$ cat src/hdl/bfgs_pkg.sv
package bfgs_pkg;

  localparam int DIM_DEF = 3;
  localparam int FRAC_BITS_DEF = 16;
  localparam int NENT = 9;

  localparam logic CMD_UPDATE = 1'b0;
  localparam logic CMD_IDENT = 1'b1;

  typedef enum logic [3:0] {
    S_IDLE,
    S_DOT,
    S_DIVST,
    S_DIVW,
    S_T,
    S_A,
    S_TM,
    S_NH,
    S_NHS,
    S_NHW,
    S_OUT
  } state_t;

  function automatic logic signed [31:0] sat32(input logic signed [65:0] v, output logic ovf);
    logic signed [65:0] mx;
    logic signed [65:0] mn;
    mx = 66'sd2147483647;
    mn = -66'sd2147483648;
    ovf = 1'b0;
    sat32 = v[31:0];
    if (v > mx) begin
      ovf = 1'b1;
      sat32 = 32'sh7fffffff;
    end else if (v < mn) begin
      ovf = 1'b1;
      sat32 = 32'sh80000000;
    end
  endfunction

endpackage

$ cat src/hdl/bfgs_div.sv
module bfgs_div import bfgs_pkg::*; #(
  parameter int FRAC_BITS = FRAC_BITS_DEF
) (
  input  logic                clk,
  input  logic                rst,
  input  logic                start,
  input  logic signed [65:0]  den,
  output logic                done,
  output logic signed [31:0]  quo,
  output logic                ovf
);
  localparam int NB = 2 * FRAC_BITS + 1;
  localparam int CW = $clog2(NB + 1);

  logic [NB-1:0] q;
  logic [65:0]   rem;
  logic [65:0]   dv;
  logic          neg;
  logic [CW-1:0] cnt;
  logic          run;
  logic [65:0]   trial;
  logic signed [65:0] qs;

  // numerator is 2^(2F): its only set bit enters on the first step
  assign trial = {rem[64:0], (cnt == CW'(NB))};

  always_ff @(posedge clk) begin
    if (rst) begin
      run <= 1'b0;
      done <= 1'b0;
    end else begin
      done <= 1'b0;
      if (start) begin
        run <= 1'b1;
        cnt <= CW'(NB);
        rem <= '0;
        q <= '0;
        neg <= den[65];
        dv <= den[65] ? 66'(-den) : den;
      end else if (run) begin
        if (trial >= dv) begin
          rem <= trial - dv;
          q <= {q[NB-2:0], 1'b1};
        end else begin
          rem <= trial;
          q <= {q[NB-2:0], 1'b0};
        end
        cnt <= cnt - CW'(1);
        if (cnt == CW'(1)) begin
          run <= 1'b0;
          done <= 1'b1;
        end
      end
    end
  end

  always_comb begin
    qs = neg ? -$signed(66'(q)) : $signed(66'(q));
    quo = sat32(qs, ovf);
  end
endmodule

$ cat config.mk
export PLATFORM = sky130hd
export DESIGN_NAME = bfgs_div
export DESIGN_NICKNAME = d
export VERILOG_FILES = /design/src/hdl/bfgs_pkg.sv /design/src/hdl/bfgs_div.sv
export SDC_FILE = /design/constraint.sdc
export NUM_CORES = 1
export LEC_CHECK = 0
export BUFFER_PORTS_ARGS = -buffer_cell sky130_fd_sc_hd__buf_2
export CORE_ASPECT_RATIO = 2
export CORE_MARGIN = 2
export CORE_UTILIZATION = 30
export DETAILED_ROUTE_END_ITERATION = 6
export GPL_TIMING_DRIVEN = 0
export PLACE_DENSITY = 0.43
export SLEW_MARGIN = 40
export SYNTH_ARGS = -nofsm -noshare
export SYNTH_HDL_FRONTEND = slang
export SYNTH_SLANG_ARGS = --single-unit
$ cat constraint.sdc
create_clock -name clk -period 16.53 [get_ports clk]
set_input_delay 2.4795 -clock clk [delete_from_list [all_inputs] [get_ports clk]]
set_output_delay 2.4795 -clock clk [all_outputs]
set_load 0.005 [all_outputs]
==> out/summary.txt <==
status - complete, no violations
crit-path max cell delay - 0.59 ns
HPWL Detailed - 35140 um
Final period util - 43.39%
Top delay family on crit path - simple AND/OR/NAND/NOR gates
CP cell instances - or4_1 -> or3_1 -> or4_1 -> or4_1 -> or4_1 -> nor2_1 -> a311oi_1 -> a21oi_1 -> clkbuf_1 -> o21ai_0 -> buf_2
post-synthesis cell count - 1426
Final Max Slew Viols - 0
CTS sink count - 173
relative slew slack - 42.16%
CTS Root Cell - clkbuf_16
CP Data Arrival Time - 4.69 ns
Post-CTS Resized - 0
most used cell, CP - or4_1
most frequent cells in the layout - edfxtp_1, nand2_1, a21oi_1, o21ai_0, nor2_1
crit end category - output pin
CP bufs+invs - 2
layout cells sized above 1 - 11.33%
Starting Density - 30.31%
first-pass GRT wire length - 65720 um
maximum operating frequency - 0.1394 GHz
Layout Utilization - 35.21%
Crit path required time - 14.05 ns
type of element launching the critical path - register
Syn Nets - 1567
Ant. Diodes - 0
final number of hold-violating endpoints - 0
initial antenna violation count - 1
Port-buffer cells - 102
Final ANT Viol Nets - 0
met2 Usage GRT - 39.36%
routing usage on met1 - 18.70%
library cells used by synthesis - 70
Residual DRC - 0
RSZ-0062 raised after global routing - no
Area Growth Syn to Fin - 16.17%
Synth Cell Area - 12900 um2
H-tree Lvls - 4
Die Span X - 150.6 um
synthesis-stage register bit count - 173
PD cells - 91.22 nW/um2
setup slack, reg-to-reg - 11.45 ns
YS warnings - 0
CTS Hold Bufs - 0
Place WS - 9.799 ns
worst min path class - reg2reg
routed len/inst - 20.56 um
DR iter-0 viols - 599
Sequential Area - 5175 um2
vias in the first global route - 11400
CTS clk-pin slew, worst paths - 0.07 ns
commonest non-fill, non-tap cell in the layout - edfxtp_1
met3 Track Usage GR - 2.684%
core area - 42570 um2
kind of critical path - reg2out
Boundary Pins - 103
Async SR Flop Fraction - 0%
clk_skew - 0.01814 ns
die area - 44780 um2
DIE HEIGHT - 297.3 um
maximum VDD drop - 66.78 uV
Setup WS post-layout - 9.357 ns
CP Max Fanout - 10
CTS max path bufs - 2
final setup fails - 0
Min Clock Period, post-route - 7.173 ns
layer with the highest usage - met2
Via density - 5.257
CTS tree - yes
Core Rows - 107
CTS Buf Count - 17
postcts setup bufs - 0
largest net degree at the start of global routing - 21
fin nets - 1699
Routability Congestion - 0.9015
gr ovfl total - 0
area of the multi-input gates - 7103 um2
via count - 11120
Avg Cell Area, Syn - 9.048 um2
Post-synth top flop - edfxtp_1
total of max-cap violations - 0
WL final - 43510 um
Post-synth EDFFs - 171
First-pass DRT Iterations - 5
Filler Cell Count - 4416
GRT Total Usage - 19.69%
Seq/Total Area, Yosys - 40.11%
CP max-delay cell - or4_1
Worst-Margin Slew - 0.8675 ns
Skew-Pair Late Insertion Delay - 0.47 ns
Pleak - 5.730 nW
setup_tns - 0 ns
-- state kept, by name, indices dropped and copies added, names as in the netlist --
| register | count |
|---|---|
| done | 1 |
| run | 1 |
| dv | 66 |
| rem | 65 |
| q | 33 |
| neg | 1 |
| cnt | 6 |
-- report_power, final --
group / total (mW) / internal (mW) / switching, mW
Sequential: 0.543 / 0.524 / 0.0190
Combinational: 0.394 / 0.150 / 0.244
Clock: 0.430 / 0.241 / 0.189
Total: 1.37 / 0.914 / 0.453
-- cell families (layout without fill, tap and decap cells) --
group | Yosys count | after routing | share of synthesized area (%)
muxes | 10 | 10 | 0.7758
DFF | 173 | 173 | 40.11
AOI/OAI and AO/OA | 402 | 402 | 19.64
xor gates and xnor gates | 139 | 139 | 9.436
and+or+nand+nor | 457 | 457 | 17.90
adders and majority gates | 72 | 72 | 7.040
buffers and inverters | 173 | 318 | 5.101
-- synthesized netlist by cell type, types with 9 or more instances --
library cell,n,area [um2]
a211oi_1,16,120.1
a21o_1,35,262.8
a21oi_1,113,565.5
a31oi_1,11,68.82
and3_1,12,75.07
clkbuf_1,70,262.8
edfxtp_1,171,5135
ha_1,71,888.4
inv_1,98,367.9
mux2i_1,10,100.1
nand2_1,118,442.9
nand3_1,30,150.1
nand3b_1,9,67.56
nand4_1,21,131.4
nor2_1,108,405.4
nor2b_1,38,237.7
nor3_1,37,185.2
o21a_1,10,75.07
o21ai_0,111,555.5
o21bai_1,11,82.58
o31ai_1,36,270.3
o41ai_1,14,122.6
or3_1,22,137.6
or4_1,20,150.1
xnor2_1,102,893.4
xor2_1,37,324.1
-- final timing paths --
kind	end	cells after the start	start
worst max register to register	rem[31]$_SDFFCE_PP0P_	15	cnt[0]$_SDFFCE_PP1P_
worst max-delay path	quo[25]	11	q[9]$_SDFFCE_PP0P_
worst min-delay path	done$_SDFF_PP0_	1	run$_SDFF_PP0_
worst min register to register	done$_SDFF_PP0_	1	run$_SDFF_PP0_
-- cell type report --
class,instances,area share [%]
tap,545,4.550
clock buffer,21,3.206
sequential,173,34.53
clock inverter,11,0.8682
buffer,75,1.995
inverter,98,2.454
multi-input combinational,1080,47.39
timing repair buffer,113,5.009
-- stage by stage --
stage / cells / hold slack [ns] / power [mW] / instance area [um2]
after floorplan: 1426 / 0.4532 / 0.8134 / 12900
after CTS: 2116 / 0.4980 / 1.381 / 14980
after global placement: 2073 / 0.4676 / 0.9413 / 14090
final: 2116 / 0.4947 / 1.367 / 14990
after detailed placement: 2084 / 0.4876 / 0.9467 / 14370
after global routing: 2116 / 0.5074 / 1.440 / 14990
-- routing by layer --
layer | share of wire (%) | vias to the layer above
met5 | 0.030 | -
met4 | 5.0 | 2
met3 | 2.4 | 85
met2 | 58 | 226
met1 | 35 | 5339
li1 | - | 5472
(Power assumes the default switching activity.)
