### config.mk
export PLATFORM = sky130hd
export DESIGN_NAME = bfgs_mac
export DESIGN_NICKNAME = d
export VERILOG_FILES = /design/src/hdl/bfgs_pkg.sv /design/src/hdl/bfgs_mac.sv
export SDC_FILE = /design/constraint.sdc
export NUM_CORES = 2
export LEC_CHECK = 0
export BUFFER_PORTS_ARGS = -buffer_cell sky130_fd_sc_hd__buf_4
export CAP_MARGIN = 10
export CORE_UTILIZATION = 45
export DETAILED_ROUTE_END_ITERATION = 16
export SYNTH_ARGS = -nofsm -noshare
export SYNTH_HDL_FRONTEND = slang
export SYNTH_SLANG_ARGS = --single-unit
### constraint.sdc
create_clock -name clk -period 28.1 [get_ports clk]
set_clock_uncertainty 0.15 [all_clocks]
set_input_delay 1.405 -clock clk [delete_from_list [all_inputs] [get_ports clk]]
set_output_delay 1.405 -clock clk [all_outputs]
set_load 0.02 [all_outputs]
### src/hdl/bfgs_pkg.sv
package bfgs_pkg;

  localparam int DIM_DEF = 3;
  localparam int FRAC_BITS_DEF = 16;
  localparam int NENT = 9;

  localparam logic CMD_UPDATE = 1'b0;
  localparam logic CMD_IDENT = 1'b1;

  typedef enum logic [3:0] {
    S_IDLE,
    S_DOT,
    S_DIVST,
    S_DIVW,
    S_T,
    S_A,
    S_TM,
    S_NH,
    S_NHS,
    S_NHW,
    S_OUT
  } state_t;

  function automatic logic signed [31:0] sat32(input logic signed [65:0] v, output logic ovf);
    logic signed [65:0] mx;
    logic signed [65:0] mn;
    mx = 66'sd2147483647;
    mn = -66'sd2147483648;
    ovf = 1'b0;
    sat32 = v[31:0];
    if (v > mx) begin
      ovf = 1'b1;
      sat32 = 32'sh7fffffff;
    end else if (v < mn) begin
      ovf = 1'b1;
      sat32 = 32'sh80000000;
    end
  endfunction

endpackage

### src/hdl/bfgs_mac.sv
module bfgs_mac import bfgs_pkg::*; #(
  parameter int FRAC_BITS = FRAC_BITS_DEF
) (
  input  logic                clk,
  input  logic                clr,
  input  logic                en,
  input  logic signed [31:0]  a,
  input  logic signed [31:0]  b,
  output logic signed [65:0]  acc
);
  logic signed [63:0] prod;
  logic signed [65:0] sh;

  assign prod = 64'(a) * 64'(b);
  assign sh = 66'(prod >>> FRAC_BITS);

  always_ff @(posedge clk) begin
    if (clr) begin
      acc <= en ? sh : '0;
    end else if (en) begin
      acc <= acc + sh;
    end
  end
endmodule

==> flow_metrics.py <==
metrics = {
    "synthesis": {
        "synth-edff-count": 66,
        "synth_top_flop_cell": "sky130_fd_sc_hd__edfxtp_1",
        "yosys-top-cells-count": "sky130_fd_sc_hd__fa_1, sky130_fd_sc_hd__inv_1, sky130_fd_sc_hd__nand2_1",
        "yosysTopAreaCellShare": 0.5149,
        "synth-compound-area-share": 0.07399,
        "syn_avg_cell_area_sq_um": 9.347,
        "share_of_the_yosys_chip_area_belonging_to_registers": 0.04711,
        "postSynth.asyncResetShare": 0,
        "post-synth-top-area-cell": "sky130_fd_sc_hd__fa_1",
        "synth.area.mux_share": 0.0002677,
        "yosys.cell_count.top_type": "sky130_fd_sc_hd__fa_1",
        "synth_top_cells_by_area": "sky130_fd_sc_hd__fa_1, sky130_fd_sc_hd__inv_1, sky130_fd_sc_hd__and2_1, sky130_fd_sc_hd__ha_1, sky130_fd_sc_hd__nand2_1",
        "largest_family_of_logic_cells_by_synthesized_area": "adder cells",
        "yosysWarningCount": 0,
        "ys_types": 74,
        "synth_simple_gate_area_frac": 0.1564,
        "post_synth_xor_area_fraction": 0.02617,
        "syn_nets": 5898,
        "netlist_area_sq_um": 42070,
        "post_synth_inst_count": 4501,
        "post_synth_fa_ha_maj_area_fraction": 0.5886,
        "synthesized_flop_and_latch_total": 66,
    },
    "routing": {
        "met2_length_um": 57980,
        "drt_wl_total_um": 113700,
        "via_count": 29930,
        "top_signal_layer_used": "met5",
        "detail_route.iter0.violations": 1759,
        "wire_per_inst_um": 20.12,
        "viasPerCell": 5.299,
        "dr_wl_met3_um": 5189,
        "drt_drc_violations_left": 0,
        "route.layer.met1.wl_um": 48420,
        "final_antenna_net_count": 0,
        "first_pass_drt_iterations": 5,
    },
    "setup_path": {
        "reg2reg_slack_ps": 23790,
        "max_stage_delay_ps": 870,
        "worstSetupStartpointType": "input port",
        "critical-path-slowest-cell": "sky130_fd_sc_hd__fa_1",
        "worst_r2r_endpoint": "acc[58]",
        "critical_path.max_fanout": 32,
        "worst-setup-path-type": "in2reg",
        "worst-endpoint-arrival_ps": 12660,
        "timing.critical_path.required_ps": 28140,
        "worst-r2r-cell-count": 12,
        "crit_path_frequent_cell": "sky130_fd_sc_hd__fa_1",
        "cp_num_buf_inv": 4,
        "end_kind": "flop",
        "cpLargestDelayFamily": "adder cells",
        "critical_path.reg2reg.startpoint": "acc[0]",
    },
    "sta": {
        "worst_tran_pin_value_ps": 989.2,
        "maxClockFrequency_mhz": 79.20,
        "finalCriticalPeriod_ps": 12630,
        "final.period_utilization": 0.4493,
        "hold_viol_final": 0,
        "setup_tns_ps": 0,
        "setup_violations": 0,
        "worst_slew_margin_relative_to_its_limit": 0.3398,
        "rsz0062_at_grt": "no",
        "finalMaxSlewViolations": 0,
    },
    "layout": {
        "final_layout_size_suffix_gt1_frac": 0.03859,
        "top_regs": "acc: 66 flops",
        "design.final.nets": 5797,
        "largest_reg_flops": 66,
        "insertedDiodeCount": 0,
        "regMostFlops": "acc",
        "synthToLayoutAreaGrowth_pct": 4.649,
    },
    "floorplanning": {
        "fp.coreArea_sq_um": 92080,
        "row_count": 111,
        "dieHeight_um": 307.8,
        "chipWidth_um": 307.8,
        "initial_cell_density_of_the_core": 0.4569,
        "floorplan.io_pins": 133,
        "floorplan.die_area_sq_um": 94720,
    },
    "place": {
        "port_buffers": 132,
        "dp.final_hpwl_um": 91800,
        "routabilityCongestion": 0.8870,
    },
    "worst_hold_path": {
        "timing.hold.worst.start": "acc[0]",
        "whs_endpoint": "acc[0]",
        "hp-class": "reg2reg",
        "worst_hold_path.num_cells": 2,
    },
    "cts": {
        "postCtsHoldBufs": 0,
        "cts_tree": "yes",
        "worst_setup_hold_path_clk_slew_ps": 60,
        "clock_sinks": 66,
        "clock_tree.buffer_depth": 2,
        "post_cts_resize_count": 0,
        "cts_inserted_buffers": 9,
        "worst_skew_pair.late_latency_ps": 350,
        "htree_num_levels": 3,
        "root_buffer": "sky130_fd_sc_hd__clkbuf_16",
        "count_of_buffers_added_by_post_cts_timing_repair_for_setup": 0,
    },
    "outcome": {
        "outcome": "completed",
    },
    "global_route": {
        "gr-usage-all-layers": 0.2515,
        "grt_overflow": 0,
        "grt_first_pass_wirelength_um": 184700,
        "grt_max_degree": 60,
        "via_count_of_the_first_global_routing_pass": 32531,
        "antenna_found_initial": 2,
    },
    "flow_run": {
        "cap_viol_max_count": 0,
    },
}
-- placed cells by master (no fill, tap or decap), types with 6 or more instances in the layout --
cell type / instances
sky130_fd_sc_hd__nand2b_1: 12
sky130_fd_sc_hd__a21oi_1: 122
sky130_fd_sc_hd__a31o_2: 6
sky130_fd_sc_hd__xor2_1: 45
sky130_fd_sc_hd__inv_1: 954
sky130_fd_sc_hd__o21bai_1: 28
sky130_fd_sc_hd__nand3_1: 34
sky130_fd_sc_hd__a41oi_1: 6
sky130_fd_sc_hd__a22o_1: 30
sky130_fd_sc_hd__nand4_1: 32
sky130_fd_sc_hd__ha_1: 248
sky130_fd_sc_hd__o21a_1: 16
sky130_fd_sc_hd__and3_1: 19
sky130_fd_sc_hd__a211oi_1: 10
sky130_fd_sc_hd__buf_4: 136
sky130_fd_sc_hd__nor2b_1: 11
sky130_fd_sc_hd__a21o_1: 87
sky130_fd_sc_hd__and2_1: 514
sky130_fd_sc_hd__fa_1: 1082
sky130_fd_sc_hd__nand2_1: 565
sky130_fd_sc_hd__nor2_1: 81
sky130_fd_sc_hd__edfxtp_1: 66
sky130_fd_sc_hd__o21ai_0: 73
sky130_fd_sc_hd__a31oi_1: 17
sky130_fd_sc_hd__nor4_1: 6
sky130_fd_sc_hd__o211ai_1: 13
sky130_fd_sc_hd__xnor2_1: 75
sky130_fd_sc_hd__clkbuf_16: 9
sky130_fd_sc_hd__nor3_1: 14
-- worst register-to-register path, delay by kind of cell, from the launching register on --
kind	cells	cell delay (ps)
flip-flops	1	390
AND/OR/NAND/NOR	4	1140
adder cells (fa/ha/maj)	2	710
AO/OA/AOI/OAI	6	1770
-- routing by layer --
| layer | vias up | track usage |
|---|---|---|
| met2 | 735 | 0.4399 |
| met1 | 15786 | 0.3423 |
| li1 | 13291 | - |
| met4 | 2 | 0.04593 |
| met3 | 116 | 0.02250 |
| met5 | - | 0 |
-- kinds of logic after synthesis --
group,count (synthesis)
compound gates,466
flops,66
xor+xnor,122
simple gates,1313
mux,1
fa+ha+maj,1330
buf+inv,1203
-- how the worst max path moves through the flow --
| stage | from | to | depth (start not counted) |
|---|---|---|---|
| after global placement | b[2] | acc[63] | 34 |
| after global routing | b[2] | acc[65] | 34 |
| after detailed placement | b[2] | acc[65] | 34 |
| after floorplan | b[5] | acc[65] | 37 |
| after CTS | b[2] | acc[65] | 34 |
| final | b[2] | acc[65] | 34 |
-- per-stage QoR --
stage	utilization	cells	setup slack [ps]	hold WS, ps	instance area, sq um
after floorplan	-	4501	17050	680.6	42070
after global placement	0.4747	5632	15220	550.8	43710
after detailed placement	0.4747	5632	15130	563.2	43710
after CTS	0.4781	5648	15440	578.9	44030
after global routing	0.4781	5648	14760	642.9	44030
final	0.4781	5648	15470	569.7	44030
-- final cells by class --
class,instances,area [sq um]
timing repair buffer,136,1021
multi-input combinational,3232,35570
inverter,955,3585
sequential,66,1982
fill,8968,48050
clock buffer,12,236.5
clock inverter,4,76.32
tap,1243,1555
Power is not shown: default switching activity piles up to over one toggle a cycle in this logic, so the estimate is an artifact.
